<file path="src/hw/rtl/kst_pkg.sv">
// Package for the keyed set table: request and response types, operation
// and status codes, and the sequencer state type.
// No dependencies.
package kst_pkg;

  // Operation codes carried in a request
  typedef enum logic [1:0] {
    OP_ADD    = 2'd0,
    OP_REMOVE = 2'd1,
    OP_LOOKUP = 2'd2,
    OP_POP    = 2'd3
  } kst_op_e;

  // Response status codes
  typedef enum logic [2:0] {
    STAT_OK       = 3'd0,
    STAT_DUP      = 3'd1,
    STAT_NOTFOUND = 3'd2,
    STAT_FULL     = 3'd3,
    STAT_EMPTY    = 3'd4
  } kst_status_e;

  // Sequencer states
  typedef enum logic [2:0] {
    S_IDLE,
    S_SCAN,
    S_RM_RD,
    S_RM_WR,
    S_POP_RD,
    S_POP_WB,
    S_DONE
  } kst_state_e;

  localparam int unsigned KeyW   = 32;
  localparam int unsigned HdlW   = 32;
  localparam int unsigned CountW = 5;

  typedef struct packed {
    kst_op_e                  operation;
    logic signed [KeyW-1:0]   key_id;
    logic        [HdlW-1:0]   entry_handle;
  } kst_req_t;

  typedef struct packed {
    kst_status_e              status;
    logic                     found;
    logic        [HdlW-1:0]   result_handle;
    logic        [CountW-1:0] entry_count;
  } kst_rsp_t;

endpackage

</file>
<file path="src/hw/rtl/keyed_set_table_top.sv">
// Keyed set table top level: sequencer, key/handle memories, one shared
// key comparator and the response register.
// Depends on kst_pkg.

// Unordered set of up to CAPACITY key/handle entries. Add, remove and lookup
// search the held entries linearly, one entry per cycle through the single
// read port of the key/handle memories and one 32-bit key comparator. Remove
// moves the last entry into the freed slot. A finished response sits in an
// output register, so a new request is taken while the previous response
// still waits downstream; the following response then keeps the block busy
// until that register is taken. The memories need no clearing after reset:
// only entries below the fill count are ever read.
module keyed_set_table_top
  import kst_pkg::*;
#(
  parameter int unsigned CAPACITY = 16
) (
  input  logic     clk_i,
  input  logic     rst_ni,
  input  logic     in_valid_i,
  output logic     in_stall_o,
  input  kst_req_t in_req_i,
  output logic     out_valid_o,
  input  logic     out_stall_i,
  output kst_rsp_t out_rsp_o
);

  localparam int unsigned AW = (CAPACITY > 1) ? $clog2(CAPACITY) : 1;
  localparam int unsigned CW = $clog2(CAPACITY + 1);

  // Control state
  kst_state_e      state_q, state_d;
  logic [CW-1:0]   cnt_q, cnt_d;
  logic [CW-1:0]   idx_q, idx_d;
  logic            cmp_vld_q, cmp_vld_d;
  logic            out_vld_q, out_vld_d;

  // Request and result payload
  kst_op_e         op_q, op_d;
  logic [KeyW-1:0] key_q, key_d;
  logic [HdlW-1:0] hdl_q, hdl_d;
  logic [AW-1:0]   cmp_idx_q, cmp_idx_d;
  logic [AW-1:0]   slot_q, slot_d;
  kst_rsp_t        res_q, res_d;
  kst_rsp_t        out_q, out_d;

  // Memory ports
  logic [KeyW-1:0] key_mem [CAPACITY];
  logic [HdlW-1:0] hdl_mem [CAPACITY];
  logic [KeyW-1:0] key_rd_q;
  logic [HdlW-1:0] hdl_rd_q;
  logic [AW-1:0]   rd_addr;
  logic            wr_en;
  logic [AW-1:0]   wr_addr;
  logic [KeyW-1:0] wr_key;
  logic [HdlW-1:0] wr_hdl;

  logic            accept;
  logic            hit;
  logic            more;
  logic            out_free;
  logic [CW-1:0]   cnt_last;
  logic [CW-1:0]   cnt_inc;

  assign accept   = in_valid_i && (state_q == S_IDLE);
  assign hit      = cmp_vld_q && (key_rd_q == key_q);
  assign more     = idx_q < cnt_q;
  assign out_free = !out_vld_q || !out_stall_i;
  assign cnt_last = cnt_q - CW'(1);
  assign cnt_inc  = cnt_q + CW'(1);

  assign in_stall_o  = (state_q != S_IDLE);
  assign out_valid_o = out_vld_q;
  assign out_rsp_o   = out_q;

  // Next state
  always_comb begin
    state_d = state_q;
    unique case (state_q)
      S_IDLE: begin
        if (accept) begin
          if (in_req_i.operation == OP_POP) begin
            state_d = (cnt_q == '0) ? S_DONE : S_POP_RD;
          end else begin
            state_d = S_SCAN;
          end
        end
      end
      S_SCAN: begin
        if (hit) begin
          state_d = (op_q == OP_REMOVE) ? S_RM_RD : S_DONE;
        end else if (!more) begin
          state_d = S_DONE;
        end
      end
      S_RM_RD:  state_d = S_RM_WR;
      S_RM_WR:  state_d = S_DONE;
      S_POP_RD: state_d = S_POP_WB;
      S_POP_WB: state_d = S_DONE;
      S_DONE: begin
        if (out_free) begin
          state_d = S_IDLE;
        end
      end
      default:  state_d = S_IDLE;
    endcase
  end

  // Datapath and memory control
  always_comb begin
    op_d      = op_q;
    key_d     = key_q;
    hdl_d     = hdl_q;
    cnt_d     = cnt_q;
    idx_d     = idx_q;
    cmp_vld_d = cmp_vld_q;
    cmp_idx_d = cmp_idx_q;
    slot_d    = slot_q;
    res_d     = res_q;
    out_d     = out_q;
    out_vld_d = out_vld_q;
    rd_addr   = idx_q[AW-1:0];
    wr_en     = 1'b0;
    wr_addr   = cnt_q[AW-1:0];
    wr_key    = key_q;
    wr_hdl    = hdl_q;

    // Output register: drain on take, load from the finished result
    if (out_vld_q && !out_stall_i) begin
      out_vld_d = 1'b0;
    end
    if (state_q == S_DONE && out_free) begin
      out_d     = res_q;
      out_vld_d = 1'b1;
    end

    unique case (state_q)
      S_IDLE: begin
        if (accept) begin
          op_d      = in_req_i.operation;
          key_d     = in_req_i.key_id;
          hdl_d     = in_req_i.entry_handle;
          idx_d     = '0;
          cmp_vld_d = 1'b0;
          res_d.status        = STAT_EMPTY;
          res_d.found         = 1'b0;
          res_d.result_handle = '0;
          res_d.entry_count   = CountW'(cnt_q);
        end
      end
      S_SCAN: begin
        if (hit) begin
          // Key present at the slot compared this cycle
          slot_d              = cmp_idx_q;
          res_d.found         = 1'b1;
          res_d.result_handle = hdl_rd_q;
          res_d.entry_count   = CountW'(cnt_q);
          res_d.status        = (op_q == OP_ADD) ? STAT_DUP : STAT_OK;
        end else if (more) begin
          // Issue the next entry read; compare it next cycle
          cmp_vld_d = 1'b1;
          cmp_idx_d = idx_q[AW-1:0];
          idx_d     = idx_q + CW'(1);
        end else begin
          // Key absent
          res_d.found         = 1'b0;
          res_d.result_handle = '0;
          res_d.entry_count   = CountW'(cnt_q);
          if (op_q == OP_ADD) begin
            if (cnt_q == CW'(CAPACITY)) begin
              res_d.status = STAT_FULL;
            end else begin
              wr_en             = 1'b1;
              wr_addr           = cnt_q[AW-1:0];
              cnt_d             = cnt_inc;
              res_d.status      = STAT_OK;
              res_d.entry_count = CountW'(cnt_inc);
            end
          end else begin
            res_d.status = STAT_NOTFOUND;
          end
        end
      end
      S_RM_RD: begin
        rd_addr = cnt_last[AW-1:0];
      end
      S_RM_WR: begin
        // Move the last entry into the freed slot
        wr_en             = 1'b1;
        wr_addr           = slot_q;
        wr_key            = key_rd_q;
        wr_hdl            = hdl_rd_q;
        cnt_d             = cnt_last;
        res_d.entry_count = CountW'(cnt_last);
      end
      S_POP_RD: begin
        rd_addr = cnt_last[AW-1:0];
      end
      S_POP_WB: begin
        cnt_d               = cnt_last;
        res_d.status        = STAT_OK;
        res_d.found         = 1'b1;
        res_d.result_handle = hdl_rd_q;
        res_d.entry_count   = CountW'(cnt_last);
      end
      S_DONE: begin
      end
      default: begin
      end
    endcase
  end

  // Control registers
  always_ff @(posedge clk_i or negedge rst_ni) begin
    if (!rst_ni) begin
      state_q   <= S_IDLE;
      cnt_q     <= '0;
      idx_q     <= '0;
      cmp_vld_q <= 1'b0;
      out_vld_q <= 1'b0;
    end else begin
      state_q   <= state_d;
      cnt_q     <= cnt_d;
      idx_q     <= idx_d;
      cmp_vld_q <= cmp_vld_d;
      out_vld_q <= out_vld_d;
    end
  end

  // Payload registers
  always_ff @(posedge clk_i) begin
    op_q      <= op_d;
    key_q     <= key_d;
    hdl_q     <= hdl_d;
    cmp_idx_q <= cmp_idx_d;
    slot_q    <= slot_d;
    res_q     <= res_d;
    out_q     <= out_d;
  end

  // Key and handle memories: one write, one registered read per cycle
  always_ff @(posedge clk_i) begin
    if (wr_en) begin
      key_mem[wr_addr] <= wr_key;
      hdl_mem[wr_addr] <= wr_hdl;
    end
    key_rd_q <= key_mem[rd_addr];
    hdl_rd_q <= hdl_mem[rd_addr];
  end

endmodule

</file>
<file path="config.mk">
export PLATFORM = sky130hd
export DESIGN_NAME = keyed_set_table_top
export DESIGN_NICKNAME = d
export VERILOG_FILES = /design/src/hw/rtl/kst_pkg.sv /design/src/hw/rtl/keyed_set_table_top.sv
export SDC_FILE = /design/constraint.sdc
export NUM_CORES = 2
export LEC_CHECK = 0
export BUFFER_PORTS_ARGS = -buffer_cell sky130_fd_sc_hd__buf_2
export CORE_AREA = 2 2 462 280
export CTS_BUF_LIST = sky130_fd_sc_hd__clkbuf_8
export CTS_CLUSTER_SIZE = 10
export DETAILED_ROUTE_END_ITERATION = 16
export DIE_AREA = 0 0 464 282
export PLACE_DENSITY = 0.76
export SYNTH_ARGS = -nofsm -noshare
export SYNTH_HDL_FRONTEND = slang
export SYNTH_SLANG_ARGS = --single-unit
</file>
<file path="constraint.sdc">
create_clock -name clk_i -period 5.99 [get_ports clk_i]
set_input_delay 1.198 -clock clk_i [delete_from_list [all_inputs] [get_ports clk_i]]
set_output_delay 1.198 -clock clk_i [all_outputs]
set_load 0.01 [all_outputs]
</file>
==> impl_metrics.ini <==
[drt]
vias = 48100
wl_per_cell_um = 24.3
via_per_inst = 6.54
drc = 0
drt_iter0_drc = 6259
wl_um = 179000
drtAntennaViolNets = 0
drt_pre_antenna_iters = 6

[final_layout]
areaGrowthSynthToFinish_pct = 7.97
postLayoutCoreUtil = 0.560
nFillCells = 10100
nets = 5585
final_layout_size_suffix_gt1_frac = 0.0974
final_common_cell = edfxtp_1
final_cell_mix = 1180 x edfxtp_1, 1027 x nand2b_1, 530 x nand2_1, 524 x a21oi_1, 514 x a211oi_1
stdcell_count = 7363

[global_routing]
met2_usage = 0.416
antenna_found_initial = 8
use_met3 = 0.0428
grt-ovfl-total = 0
grt_max_degree = 259
grt-busiest-layer = met2
grt_pass1_vias = 46500
grt_pass1_wl_um = 272000
track_usage = 0.265
grt_use_met1 = 0.376

[logic_synthesis]
async_reset_ff_frac = 0.0119
synth_edf_count = 1180
synth_top_family_by_area = compound AO/OA/AOI/OAI gates
synth-compound-area-share = 0.171
synth_cell_types = 51
synthMuxAreaShare = 0.0801
netlist_area_um2 = 65500
synth.area.top_cells = edfxtp_1 54%, nand2b_1 9.8%, mux2i_1 6.9%
ys.flop_type = edfxtp_1
yosysWarnings = 0
seq_area_frac_synth = 0.566
syn_nets = 5767
synth-simple-area-share = 0.139
synth_seq_cells = 1259
avgSynthCellArea_um2 = 11.5
synth_area_leader_cell = edfxtp_1
synth_cells = 5689
synth_xor_area_frac = 0.00598
synthAdderAreaFrac = 0.00153
yosys.area.top_type_share = 0.541

[sta]
max_slew_margin = 0.109
max_freq_mhz = 224
min_period_ps = 4470
fin_tns_setup_ps = 0
setup_viol = 0
finalHoldViolCount = 0
tightest_slew_ps = 1330
min_period_over_period = 0.746
fin_skew_ps = 32.4
maxSlewViolCount = 0
rsz0062_at_grt = false

[floorplan]
die_height_um = 282
start_util = 0.519
die_area_um2 = 131000
chipWidth_um = 464
design.core.area_um2 = 126000
rows = 101
io_pins = 113

[cts]
clkLatencyLatePin_ps = 910
ctsHoldBuffers = 0
cts_resized = 0
clkTransAtPathRegs_ps = 70
clock_sinks = 1259
cts_setup_buffers = 0
cts_max_level = 4
cts_buffer_depth = 3
cts_root_buf = clkbuf_8
cts-buffers-inserted = 180
cts_tree = done

[setup_path]
endpoint_kind = flop
path_max_fanout = 36
cp_data_required_time_ps = 6550
worstPathArrival_ps = 5030
criticalPathCategory = flop to flop
crit_path_start_kind = flop

[placement]
placement.io_buffers = 112
gp_congestion = 0.821
hpwl_um = 93000
placedCellCount = 7024

[power_and_ir_drop]
p_per_area_nw_per_um2 = 577
p_leak_nw = 24.7
p_total_mw = 40.8
peakVddDrop_uv = 679

[hold_path]
hold_class = primary input to async pin

[run]
max_cap_violations = 0

[outcome]
status = finished clean
-- worst max-delay path: stages (launching register included) --
cell and delay, ps:
edfxtp_1 400, xor2_1 180, nor4_1 490, nand4_1 440
or3_1 810, a21oi_1 810, nor2_4 420, buf_4 510
-- through the flow --
stage | hold slack (ps) | area, µm² | worst slack, ps
floorplan | 400 | 65500 | 483
global placement | 401 | 67300 | 1690
detailed placement | 405 | 67300 | 1590
CTS | 170 | 70700 | 1550
global route | 224 | 70700 | 1390
finish | 216 | 70700 | 1520
-- flip-flops by register name (all words and copies together) (netlist names), 32 cells and up --
| signal | count |
|---|---|
| out_rsp_o | 41 |
| key_rd_q | 32 |
| res_q | 41 |
| key_mem | 512 |
| hdl_rd_q | 32 |
| hdl_q | 32 |
| hdl_mem | 512 |
| key_q | 32 |
-- power by group --
| group | switching, mW | leakage (nW) | internal (mW) | total, mW |
|---|---|---|---|---|
| registers | 0.666 | 11.4 | 11.4 | 12.0 |
| logic | 14.4 | 11.3 | 7.68 | 22.1 |
| clock network | 3.42 | 2.00 | 3.26 | 6.68 |
-- Yosys cell counts (16+ instances only) --
| master | count |
|---|---|
| buf_2 | 82 |
| a311oi_1 | 512 |
| xor2_1 | 32 |
| dfxtp_1 | 64 |
| nor2_1 | 33 |
| nand2b_1 | 1027 |
| mux2i_1 | 450 |
| mux2_2 | 66 |
| a21oi_1 | 526 |
| and2_1 | 33 |
| edfxtp_1 | 1180 |
| a211oi_1 | 516 |
| nand2_1 | 531 |
| nor3_1 | 16 |
| clkbuf_1 | 487 |
-- final timing paths --
kind	to	depth (start not counted)	from	slack, ps
setup / recovery	key_mem[15][20]	7	key_q[16]	1520
hold / removal	idx_q[4]	1	rst_ni	220
setup reg to reg	key_mem[15][20]	7	key_q[16]	1520
hold reg to reg	out_rsp_o[16]	0	res_q[16]	410
max in group asynchronous	state_q[0]	1	rst_ni	5450
min in group clk_i	out_rsp_o[16]	0	res_q[16]	410
-- kinds of logic (layout without fill, tap and decap cells) --
family / Yosys count / after routing
buf+inv: 588 / 557
fa+ha+maj: 8 / 8
flops: 1259 / 1259
simple gates: 1688 / 1688
mux: 516 / 516
other cells: 0 / 6
xor+xnor: 43 / 43
compound gates: 1587 / 1587
-- area by class of cell --
type | instances | area, µm² | area share
Clock inverter | 128 | 628 | 0.00888
Clock buffer | 205 | 2820 | 0.0399
Timing Repair Buffer | 215 | 1660 | 0.0235
Antenna cell | 6 | 15.0 | 0.000212
Sequential cell | 1259 | 37100 | 0.525
Multi-Input combinational cell | 3842 | 26300 | 0.372
Inverter | 9 | 41.3 | 0.000584
Tap cell | 1699 | 2130 | 0.0301
-- layer usage --
metal,up-vias,share of wire
li1,21400,-
met4,2,0.024
met1,24000,0.43
met5,-,0.000084
met3,357,0.089
met2,2443,0.46
No activity file was read; power rests on OpenSTA's default activity.
